[config.mk]
export PLATFORM = sky130hd
export DESIGN_NAME = led_matrix_chain_refresher
export DESIGN_NICKNAME = d
export VERILOG_FILES = /design/src/rtl/lmcr_pkg.sv /design/src/rtl/lmcr_ctrl.sv /design/src/rtl/lmcr_datapath.sv /design/src/rtl/led_matrix_chain_refresher.sv
export SDC_FILE = /design/constraint.sdc
export NUM_CORES = 1
export LEC_CHECK = 0
export BUFFER_PORTS_ARGS = -buffer_cell sky130_fd_sc_hd__buf_2
export CORE_MARGIN = 1.5
export CORE_UTILIZATION = 50
export CTS_BUF_LIST = sky130_fd_sc_hd__clkbuf_8 sky130_fd_sc_hd__clkbuf_16
export CTS_CLUSTER_SIZE = 30
export DETAILED_ROUTE_END_ITERATION = 8
export PLACE_DENSITY = 0.69
export SLEW_MARGIN = 20
export SYNTH_ARGS = -nofsm -noshare
export SYNTH_HDL_FRONTEND = slang
export SYNTH_SLANG_ARGS = --single-unit
[constraint.sdc]
create_clock -name clk -period 3.2 [get_ports clk]
set_input_delay 0.48 -clock clk [delete_from_list [all_inputs] [get_ports clk]]
set_output_delay 0.48 -clock clk [all_outputs]
set_load 0.02 [all_outputs]
[src/rtl/lmcr_pkg.sv]
// shared types, constants and frame helpers for the led matrix chain refresher
// no dependencies; imported by every module under rtl
package lmcr_pkg;

	localparam int NUM_DEVICES  = 4;
	localparam int PANEL_HEIGHT = 32;
	localparam int PANEL_WIDTH  = 8;

	// frame is always four 16-bit slots wide; slots past the chain stay no-op
	localparam int MAX_SLOTS = 4;
	localparam int SLOT_W    = 2;
	localparam int FRAME_W   = 16 * MAX_SLOTS;
	localparam int ROW_W     = $clog2(PANEL_HEIGHT);
	localparam int STEP_W    = 3;

	localparam int X_W = 4;
	localparam int Y_W = 6;

	// driver register codes
	localparam logic [7:0] REG_NOOP       = 8'h00;
	localparam logic [7:0] REG_DIGIT_BASE = 8'h01;
	localparam logic [7:0] REG_DECODE     = 8'h09;
	localparam logic [7:0] REG_INTENSITY  = 8'h0A;
	localparam logic [7:0] REG_SCAN       = 8'h0B;
	localparam logic [7:0] REG_SHUTDOWN   = 8'h0C;
	localparam logic [7:0] REG_TEST       = 8'h0F;

	// init steps per device
	localparam logic [STEP_W-1:0] STEP_SHUTDOWN  = 3'd0;
	localparam logic [STEP_W-1:0] STEP_TEST      = 3'd1;
	localparam logic [STEP_W-1:0] STEP_DECODE    = 3'd2;
	localparam logic [STEP_W-1:0] STEP_SCAN      = 3'd3;
	localparam logic [STEP_W-1:0] STEP_INTENSITY = 3'd4;

	// configuration register indexes
	localparam logic REG_IDX_INTENSITY = 1'b0;
	localparam logic REG_IDX_SCAN      = 1'b1;

	typedef enum logic [1:0] {
		CMD_SET_PIXEL = 2'd0,
		CMD_CLEAR     = 2'd1,
		CMD_FLUSH     = 2'd2,
		CMD_INIT      = 2'd3
	} cmd_t;

	typedef enum logic [1:0] {
		ST_IDLE,
		ST_INIT,
		ST_FLUSH
	} state_t;

	typedef struct packed {
		logic              wr_pixel;
		logic              clear;
		logic              load;
		logic              is_init;
		logic [SLOT_W-1:0] dev;
		logic [STEP_W-1:0] step;
		logic [ROW_W-1:0]  row;
		logic              last;
	} lmcr_ctl_t;

	typedef struct packed {
		logic out_free;
	} lmcr_stat_t;

	function automatic logic [15:0] init_word(input logic [STEP_W-1:0] step,
			input logic [2:0] scan, input logic [3:0] intens);
		logic [15:0] w;
		w = {REG_NOOP, 8'h00};
		case (step)
			STEP_SHUTDOWN:  w = {REG_SHUTDOWN, 8'h01};
			STEP_TEST:      w = {REG_TEST, 8'h00};
			STEP_DECODE:    w = {REG_DECODE, 8'h00};
			STEP_SCAN:      w = {REG_SCAN, 5'd0, scan};
			STEP_INTENSITY: w = {REG_INTENSITY, 4'd0, intens};
			default:        w = {REG_NOOP, 8'h00};
		endcase
		return w;
	endfunction

endpackage

[src/rtl/lmcr_ctrl.sv]
// command sequencer: accepts commands and walks the init and flush runs
// depends on lmcr_pkg
module lmcr_ctrl (
	input  logic                clk,
	input  logic                arst_n,
	input  logic                in_valid,
	output logic                in_ready,
	input  lmcr_pkg::cmd_t      cmd,
	input  lmcr_pkg::lmcr_stat_t stat,
	output lmcr_pkg::lmcr_ctl_t ctl
);
	import lmcr_pkg::*;

	state_t            state_q, state_d;
	logic [SLOT_W-1:0] dev_q, dev_d;
	logic [STEP_W-1:0] step_q, step_d;
	logic [ROW_W-1:0]  row_q, row_d;
	logic              acc;

	always_ff @(posedge clk or negedge arst_n) begin
		if (!arst_n) begin
			state_q <= ST_IDLE;
			dev_q   <= '0;
			step_q  <= '0;
			row_q   <= '0;
		end else begin
			state_q <= state_d;
			dev_q   <= dev_d;
			step_q  <= step_d;
			row_q   <= row_d;
		end
	end

	always_comb begin
		state_d     = state_q;
		dev_d       = dev_q;
		step_d      = step_q;
		row_d       = row_q;
		in_ready    = 1'b0;
		acc         = 1'b0;
		ctl         = '0;
		ctl.dev     = dev_q;
		ctl.step    = step_q;
		ctl.row     = row_q;
		unique case (state_q)
			ST_IDLE: begin
				in_ready = 1'b1;
				acc      = in_valid;
				if (acc) begin
					ctl.wr_pixel = (cmd == CMD_SET_PIXEL);
					ctl.clear    = (cmd == CMD_CLEAR) || (cmd == CMD_INIT);
					dev_d        = '0;
					step_d       = '0;
					row_d        = '0;
					unique case (cmd)
						CMD_SET_PIXEL:       state_d = ST_IDLE;
						CMD_INIT:            state_d = ST_INIT;
						CMD_CLEAR, CMD_FLUSH: state_d = ST_FLUSH;
						default:             state_d = ST_IDLE;
					endcase
				end
			end
			ST_INIT: begin
				ctl.is_init = 1'b1;
				if (stat.out_free) begin
					ctl.load = 1'b1;
					if (step_q == STEP_INTENSITY) begin
						step_d = '0;
						if (dev_q == SLOT_W'(NUM_DEVICES - 1)) begin
							state_d = ST_FLUSH;
						end else begin
							dev_d = dev_q + SLOT_W'(1);
						end
					end else begin
						step_d = step_q + STEP_W'(1);
					end
				end
			end
			ST_FLUSH: begin
				ctl.last = (row_q == ROW_W'(PANEL_HEIGHT - 1));
				if (stat.out_free) begin
					ctl.load = 1'b1;
					if (ctl.last) begin
						state_d = ST_IDLE;
					end else begin
						row_d = row_q + ROW_W'(1);
					end
				end
			end
			default: state_d = ST_IDLE;
		endcase
	end

endmodule

[src/rtl/lmcr_datapath.sv]
// row store, frame assembly and the output register
// depends on lmcr_pkg; driven by lmcr_ctrl
module lmcr_datapath (
	input  logic                          clk,
	input  logic                          arst_n,
	input  lmcr_pkg::lmcr_ctl_t           ctl,
	output lmcr_pkg::lmcr_stat_t          stat,
	input  logic [lmcr_pkg::X_W-1:0]      px_x,
	input  logic [lmcr_pkg::Y_W-1:0]      px_y,
	input  logic                          px_on,
	input  logic [3:0]                    intensity,
	input  logic [2:0]                    scan,
	output logic                          out_valid,
	input  logic                          out_ready,
	output logic [lmcr_pkg::FRAME_W-1:0]  out_frame,
	output logic                          out_last
);
	import lmcr_pkg::*;

	logic [7:0]         row_q [PANEL_HEIGHT];
	logic [FRAME_W-1:0] frame_q;
	logic               last_q;
	logic               valid_q;

	logic               px_in_panel;
	logic [15:0]        word;
	logic [SLOT_W-1:0]  sel;
	logic [FRAME_W-1:0] frame_d;

	assign px_in_panel = (px_x < X_W'(PANEL_WIDTH)) && (px_y < Y_W'(PANEL_HEIGHT));

	always_ff @(posedge clk or negedge arst_n) begin
		if (!arst_n) begin
			for (int r = 0; r < PANEL_HEIGHT; r++) row_q[r] <= '0;
		end else if (ctl.clear) begin
			for (int r = 0; r < PANEL_HEIGHT; r++) row_q[r] <= '0;
		end else if (ctl.wr_pixel && px_in_panel) begin
			// column x is bit 7-x of the row
			row_q[px_y[ROW_W-1:0]][~px_x[2:0]] <= px_on;
		end
	end

	always_comb begin
		if (ctl.is_init) begin
			word = init_word(ctl.step, scan, intensity);
			sel  = ctl.dev;
		end else begin
			word = {REG_DIGIT_BASE + {5'd0, ctl.row[2:0]}, row_q[ctl.row]};
			sel  = SLOT_W'(ctl.row >> 3);
		end
		for (int d = 0; d < MAX_SLOTS; d++) begin
			if (d < NUM_DEVICES && sel == SLOT_W'(d)) begin
				frame_d[16*d +: 16] = word;
			end else begin
				frame_d[16*d +: 16] = {REG_NOOP, 8'h00};
			end
		end
	end

	always_ff @(posedge clk or negedge arst_n) begin
		if (!arst_n) begin
			valid_q <= 1'b0;
		end else if (ctl.load) begin
			valid_q <= 1'b1;
		end else if (out_ready) begin
			valid_q <= 1'b0;
		end
	end

	always_ff @(posedge clk) begin
		if (ctl.load) begin
			frame_q <= frame_d;
			last_q  <= ctl.last;
		end
	end

	assign stat.out_free = !valid_q || out_ready;
	assign out_valid     = valid_q;
	assign out_frame     = frame_q;
	assign out_last      = last_q;

endmodule

[src/rtl/led_matrix_chain_refresher.sv]
// top level of the led matrix chain refresher: stream ports, config registers
// depends on lmcr_pkg, lmcr_ctrl, lmcr_datapath
//
//   port group   dir   payload                                   accepted when
//   s_axis_*     in    tdata: cmd, x, y, pixel_on                tvalid & tready
//   m_axis_*     out   tdata: chain_frame, tlast: last           tvalid & tready
//   apb          in    intensity_level @0x0, scan_limit @0x4     psel&penable&pwrite
//
// set pixel leaves the sequencer idle; the next command is taken in the following cycle
// flush and clear emit 32 frames, init emits 52, one frame per cycle unless
// m_axis_tready stalls the output register; s_axis_tready is low for the run
// and rises the cycle after the final frame is loaded
// the output register lets the next command start while the final frame waits
// arst_n clears the row store, the sequencer and the output valid at once
module led_matrix_chain_refresher (
	input  logic        clk,
	input  logic        arst_n,
	input  logic        s_axis_tvalid,
	output logic        s_axis_tready,
	input  logic [15:0] s_axis_tdata,   // cmd[1:0], x[5:2], y[11:6], pixel_on[12], zero
	output logic        m_axis_tvalid,
	input  logic        m_axis_tready,
	output logic [63:0] m_axis_tdata,   // chain_frame[63:0]
	output logic        m_axis_tlast,
	input  logic        psel,
	input  logic        penable,
	input  logic        pwrite,
	input  logic [2:0]  paddr,
	input  logic [31:0] pwdata,
	output logic [31:0] prdata,
	output logic        pready
);
	import lmcr_pkg::*;

	cmd_t       cmd;
	lmcr_ctl_t  ctl;
	lmcr_stat_t stat;
	logic [3:0] intensity_q;
	logic [2:0] scan_q;
	logic       cfg_wr;

	assign cmd = cmd_t'(s_axis_tdata[1:0]);

	// configuration registers
	assign pready = 1'b1;
	assign cfg_wr = psel && penable && pwrite;

	always_ff @(posedge clk or negedge arst_n) begin
		if (!arst_n) begin
			intensity_q <= 4'd8;
			scan_q      <= 3'd7;
		end else if (cfg_wr) begin
			unique case (paddr[2])
				REG_IDX_INTENSITY: intensity_q <= pwdata[3:0];
				REG_IDX_SCAN:      scan_q      <= pwdata[2:0];
				default:           ;
			endcase
		end
	end

	always_comb begin
		unique case (paddr[2])
			REG_IDX_INTENSITY: prdata = {28'd0, intensity_q};
			REG_IDX_SCAN:      prdata = {29'd0, scan_q};
			default:           prdata = '0;
		endcase
	end

	lmcr_ctrl u_ctrl (
		.clk      (clk),
		.arst_n   (arst_n),
		.in_valid (s_axis_tvalid),
		.in_ready (s_axis_tready),
		.cmd      (cmd),
		.stat     (stat),
		.ctl      (ctl)
	);

	lmcr_datapath u_dp (
		.clk       (clk),
		.arst_n    (arst_n),
		.ctl       (ctl),
		.stat      (stat),
		.px_x      (s_axis_tdata[5:2]),
		.px_y      (s_axis_tdata[11:6]),
		.px_on     (s_axis_tdata[12]),
		.intensity (intensity_q),
		.scan      (scan_q),
		.out_valid (m_axis_tvalid),
		.out_ready (m_axis_tready),
		.out_frame (m_axis_tdata),
		.out_last  (m_axis_tlast)
	);

	// a run command keeps the input side closed in the next cycle
	assert property (@(posedge clk) disable iff (!arst_n)
		(s_axis_tvalid && s_axis_tready && s_axis_tdata[1:0] != CMD_SET_PIXEL)
		|=> !s_axis_tready)
		else $error("input side open right after a run command");

	// a pixel write never produces a frame
	assert property (@(posedge clk) disable iff (!arst_n)
		(s_axis_tvalid && s_axis_tready && s_axis_tdata[1:0] == CMD_SET_PIXEL
			&& (!m_axis_tvalid || m_axis_tready))
		|=> !m_axis_tvalid)
		else $error("frame emitted after a pixel write");

endmodule

### Word-level counts from Yosys, hierarchy flattened

Cells that the tools add are included.

* register bits after elaboration: 341

* add/sub/neg operators: 4
* magnitude comparators: 7
* equal/unequal tests: 22
* multiplexer cells: 43
* bitwise gates (word level): 4
* reductions and logical operators: 25

Operator list (number)
* $mux W256: 2
* $bwmux W256: 1
* $pmux W32 S2: 1
* $pmux W12 S5: 1
* $bmux W8 S5: 1
* $demux W8 S5: 1
* $mux W2: 13
* $mux W8: 3
* $mux W16: 1
* $mux W5: 3
* $eq A2 B2 Y1 const B: 6
* $ge A6 B6 Y1 const B: 2
* $not A5 Y6: 2
* $pmux W2 S3: 2
* $ne A2 B2 Y1 const B: 5
* $pmux W5 S2: 1
* $mux W3: 3
* $reduce_bool A2 Y1: 4
* $mux W1: 7
* $eq A2 B1 Y1 const B: 3
* $eq A3 B2 Y1 const B: 2
* $logic_and A1 B1 Y1: 6
* $logic_not A2 Y1: 3
* $lt A6 B1 Y1 const B: 1
* other kinds (26): 31

### Logic depth before layout (Yosys ltp)

* depth after elaboration: 10
* gate-level depth with buffers: 10
* depth with buffers taken out: 7

### Hierarchy

From an unflattened synthesis, not the netlist that was laid out.

* cells, all modules: 1676
* area total of the unflattened synthesis: 18255.0 sq um

By module, submodules not included
* lmcr_datapath: times used 1, cells an instance 1535, area an instance 16808.6 sq um, sequential area each 7902.6 sq um
* lmcr_ctrl: times used 1, cells an instance 90, area an instance 883.3 sq um, sequential area each 300.3 sq um
* led_matrix_chain_refresher: times used 1, cells an instance 51, area an instance 563.0 sq um, sequential area each 180.2 sq um

### Least setup slack after synthesis

No wires, ideal clock.

* path type: reg-to-reg
* from: reg u_ctrl.row_q[2]
* to: reg u_ctrl.row_q[0]
* setup time: 125 ps
* arrival time: 2207 ps
* required time: 3075 ps
* setup slack: 868 ps
* stages on the path, launching flop included: 10
* path buffers: 4
* period minus slack after synthesis: 2332 ps
* path through: dfrtp_1 -> buf_2 -> buf_2 -> buf_4 -> buf_2 -> and3_1 -> ha_1 -> o31ai_1 -> nand2_1 -> mux2_2

* word-level cells in the longest chain between the ends: 3

Ends and longest elaborated chain
* start, declared: RTL line lmcr_ctrl.sv:17 `logic [ROW_W-1:0] row_q, row_d;`
* start signal, assigned: RTL line lmcr_ctrl.sv:30 `row_q <= row_d;`
* $eq A5 B5 Y1: RTL line lmcr_ctrl.sv:80 `ctl.last = (row_q == ROW_W'(PANEL_HEIGHT - 1));`
* $ne A2 B2 Y1 (no source line)
* $reduce_and A4 Y1 (no source line)

No other way between the ends.
A chain may end at the register's enable or synchronous reset.

### Final worst setup path

* from: reg u_ctrl.row_q[0]
* to: reg u_dp.frame_q[6], in the netlist u_dp.out_frame[6] (data pin)

* word-level cells in the longest chain between the ends: 5

Ends and longest elaborated chain
* $not A5 Y6 (not written as such): RTL line lmcr_datapath.sv:48 `word = {REG_DIGIT_BASE + {5'd0, ctl.row[2:0]}, row_q[ctl.row]};`
* $bmux W8 S5: RTL line lmcr_datapath.sv:48
* $mux W8 (not written as such) (2 in series): RTL line lmcr_datapath.sv:48
* $mux W16: RTL line lmcr_datapath.sv:44 `if (ctl.is_init) begin`
* end signal, assigned: RTL line lmcr_datapath.sv:72 `frame_q <= frame_d;`
* end, declared: RTL line lmcr_datapath.sv:21 `logic [FRAME_W-1:0] frame_q;`

No other way between the ends. The select of a mux whose other input is x is not followed.

==> metrics <==
status=completed; Period minus WS final=2.71 ns; layout cell share with drive strength beyond 1=14.9%; transition at the pin with the smallest max-transition slack=0.967 ns; biggest fanout along the worst timing path=22; initial antenna violation count=0; Worst VDD drop=0.000558 V; Finished Core Util=56.5%; # clock sinks=325; final critical-path share of the clock period=84.5%; f_max=0.370 GHz; Final setup violation count=0; post-layout instance count excluding filler cells=2236; Final Power=12.1 mW; overall die width=188 µm; classification of the worst setup path=register to register; net total in the final layout=1833; aggregate global-route resource usage=28.8%; Worst R2R Path Depth=6; number of vias per cell after detailed routing=6.55; Detailed Place HPWL=32800 µm; sequential group share of total power=41.2%; die area=35300 µm²; Synth Warn #=0; final cell area excluding filler cells=19000 µm²; fraction of power consumed by combinational cells=24.9%; routed wire length=51600 µm; register-to-register setup slack=0.49 ns; clk root buf=sky130_fd_sc_hd__clkbuf_16; total of buffers placed on input and output ports=79; reg-to-reg endpoint=u_dp.out_frame[6]$_SDFFCE_PP0P_; type of the most critical hold path=primary input to register; maximum capacitance violations=0; number of antenna-violating nets in the routed design=0; maximum level of the CTS H-tree=2; maximum number of pins on one net before global-route repair=82; Post-CTS Setup Repair Bufs=0; number of flops mapped to enable cells by yosys=49; setup repair after global routing missed its margin=false; clk_lat worst skew=0.53 ns; share of the yosys chip area belonging to registers=49.0%; Critical Path AT=2.94 ns; clock network fraction of design power=33.9%; instance area at placement=17800 µm²; grt ovf=0; count of pins on the block boundary=158; detailed-route wire length per cell=23.1 µm; minimum hold slack=0.181 ns; Power Density=636 nW/µm²; least setup slack across all paths after layout=0.494 ns; fill cell count=2931; first-pass iteration count of the detailed router=6; number of gates resized after CTS=0; total negative slack=0 ns; post-placement setup slack=0.570 ns; slowest cell on the critical path=sky130_fd_sc_hd__dfrtp_4; gpl congestion=0.855; via count of the first global-routing pass=13745; Post-CTS Hold Buffers=1; clock tree from TritonCTS=done; number of antenna cells inserted=0; post-synthesis to final-layout area growth=11.1%; Cells after DPL=2170; reported leakage power=7.73 nW; maximum clock skew at final layout=0.0203 ns; initial drt markers=1847; share of total power consumed by net switching=33.1%; first-pass GRT wire length=79900 µm; deepest clock path buffer count=3; Cell Rows=67; switching power of the nets=4.01 mW; Worst setup startpoint=u_ctrl.row_q[0]$_DFFE_PN0P_; Starting Density=50.9%; CTS buffer count=36; Data required, critical path=3.43 ns; Clock transition at path regs=0.06 ns; DRC violations left=0; count of final hold-check violations=0; per-instance average area after synthesis=9.89 µm²; Async SR Flop Fraction=84.9%; netlist area before placement=17100 µm²; internal power summed over all cells=8.09 mW; type of element capturing the critical path=register; origin of the critical flop-to-flop path=u_ctrl.row_q[0]$_DFFE_PN0P_; crit path capture=u_dp.out_frame[6]$_SDFFCE_PP0P_; floorplan core area=33600 µm²; flip-flop cell with the highest count after synthesis=sky130_fd_sc_hd__dfrtp_1; instance count of the mapped netlist=1730; height of the die=188 µm; max-slew violations=0; relative max-transition margin=35.6%; number of synthesized register bits=325; ordered cell list for the critical path=buf_12 > buf_4 > and2_1 > a22oi_1 > a31oi_1 > a221oi_1; count of distinct cell types in the synthesized netlist=63; startpoint types=register; via count=14640; maximum cell stage delay along the critical path=0.73 ns
-- cells in the final DEF, fill, tap and decap left out, types with 8 or more instances in the layout --
master                      count
sky130_fd_sc_hd__a21oi_1      260
sky130_fd_sc_hd__a221oi_1       8
sky130_fd_sc_hd__a22oi_1       11
sky130_fd_sc_hd__a31oi_1       18
sky130_fd_sc_hd__buf_12        14
sky130_fd_sc_hd__buf_2         77
sky130_fd_sc_hd__buf_4         54
sky130_fd_sc_hd__clkbuf_16     36
sky130_fd_sc_hd__clkinv_2       8
sky130_fd_sc_hd__conb_1        45
sky130_fd_sc_hd__dfrtp_1      270
sky130_fd_sc_hd__edfxtp_1      49
sky130_fd_sc_hd__ha_1          14
sky130_fd_sc_hd__inv_1         21
sky130_fd_sc_hd__mux2_2        19
sky130_fd_sc_hd__mux2i_1       56
sky130_fd_sc_hd__mux4_1        18
sky130_fd_sc_hd__mux4_2        26
sky130_fd_sc_hd__nand2_1       51
sky130_fd_sc_hd__nand2b_1       9
sky130_fd_sc_hd__nand3_1      264
sky130_fd_sc_hd__nor2_1        66
sky130_fd_sc_hd__nor2b_1       13
sky130_fd_sc_hd__o21ai_0      266
-- registers in the layout, indices dropped and copies added, names as in the netlist --
name            flops
u_dp.row_q        256
u_dp.out_frame     48
u_ctrl.row_q        5
intensity_q         4
scan_q              3
u_ctrl.step_q       3
u_ctrl.dev_q        2
u_ctrl.state_q      2
u_dp.out_last       1
u_dp.out_valid      1
-- synth_stat cells, types with 3 or more instances --
master	n	area share, %
sky130_fd_sc_hd__a22o_1	7	0.36
sky130_fd_sc_hd__nand3b_1	4	0.18
sky130_fd_sc_hd__a221oi_1	8	0.41
sky130_fd_sc_hd__nand4b_1	5	0.26
sky130_fd_sc_hd__a22oi_1	11	0.48
sky130_fd_sc_hd__nor2_1	67	1.5
sky130_fd_sc_hd__o31a_1	3	0.15
sky130_fd_sc_hd__nand4_1	7	0.26
sky130_fd_sc_hd__buf_1	9	0.20
sky130_fd_sc_hd__mux2_2	19	1.3
sky130_fd_sc_hd__nor2b_1	13	0.48
sky130_fd_sc_hd__nand3_1	264	7.7
sky130_fd_sc_hd__dfstp_2	4	0.61
sky130_fd_sc_hd__a31oi_1	18	0.66
sky130_fd_sc_hd__clkbuf_1	90	2.0
sky130_fd_sc_hd__and3b_1	3	0.15
sky130_fd_sc_hd__a41oi_1	5	0.26
sky130_fd_sc_hd__nand2b_1	9	0.33
sky130_fd_sc_hd__buf_4	73	3.2
sky130_fd_sc_hd__ha_1	14	1.0
sky130_fd_sc_hd__nor3b_1	4	0.18
sky130_fd_sc_hd__and2_1	3	0.11
sky130_fd_sc_hd__a21oi_1	260	7.6
sky130_fd_sc_hd__a21o_1	4	0.18
sky130_fd_sc_hd__nand2_1	51	1.1
sky130_fd_sc_hd__nor3_1	3	0.088
sky130_fd_sc_hd__mux4_2	26	3.4
sky130_fd_sc_hd__edfxtp_1	49	8.6
sky130_fd_sc_hd__and3_1	5	0.18
sky130_fd_sc_hd__buf_2	18	0.53
sky130_fd_sc_hd__mux4_1	18	2.8
sky130_fd_sc_hd__dfrtp_1	272	40
sky130_fd_sc_hd__and4_1	4	0.20
sky130_fd_sc_hd__o21ai_0	266	7.8
sky130_fd_sc_hd__mux2i_1	56	3.3
sky130_fd_sc_hd__or3b_2	3	0.15
sky130_fd_sc_hd__and4b_1	4	0.23
sky130_fd_sc_hd__buf_6	7	0.46
sky130_fd_sc_hd__inv_1	12	0.26
-- worst min-delay path by stage --
| stage | end | cells past startpoint | from | slack [ns] |
|---|---|---|---|---|
| finish | intensity_q[3]$_DFFE_PN1P_ | 2 | pwdata[3] | 0.18 |
| global route | intensity_q[3]$_DFFE_PN1P_ | 2 | pwdata[3] | 0.20 |
| CTS | intensity_q[3]$_DFFE_PN1P_ | 2 | pwdata[3] | 0.17 |
| detailed placement | intensity_q[2]$_DFFE_PN0P_ | 1 | arst_n | 0.53 |
| global placement | intensity_q[2]$_DFFE_PN0P_ | 1 | intensity_q[2]$_DFFE_PN0P_ | 0.52 |
| floorplan | intensity_q[0]$_DFFE_PN0P_ | 0 | arst_n | 0.18 |
-- logic make-up after synthesis --
kind of cell	Yosys count	share of synthesized area (%)
compound gates	602	18.9
other cells	2	0.0439
simple gates	457	13.5
fa+ha+maj	14	1.02
buf+inv	210	6.74
mux	119	10.7
flops	325	49.0
xor+xnor	1	0.0512
-- power by group through the flow --
stage	Combinational (mW)	Sequential [mW]	Clock, mW
after detailed placement	2.98	5.06	0
after CTS	2.99	4.98	4.12
final	3.02	4.98	4.10
after floorplan	1.82	5.25	0
after global routing	3.21	5.01	4.29
after global placement	2.96	5.05	0
-- layer usage --
layer | vias to the layer above | track usage, % | part of all wire (%)
met5 | - | 0 | 0
met4 | 0 | 11.7 | 3.7
met3 | 125 | 5.03 | 9.7
met2 | 884 | 45.4 | 47
met1 | 7253 | 39.7 | 40
li1 | 6378 | - | -
-- cell type report --
type	instances	area [µm²]	area share, %
repair buffers	148	1110	5.83
inverters	12	45.0	0.237
clock buffers	43	997	5.25
clock inverters	22	163	0.856
well taps	448	561	2.95
multi-input cells	1238	7740	40.7
flip-flops and latches	325	8390	44.2
-- worst max-delay path: cells and delay by family (launching register included) --
kind                   cells  cell delay, ns
flip-flops                 1            0.73
AO/OA/AOI/OAI              3            0.72
buffers and inverters      2            0.50
AND/OR/NAND/NOR            1            0.44
Note: power is estimated with default switching activity, not from simulation.
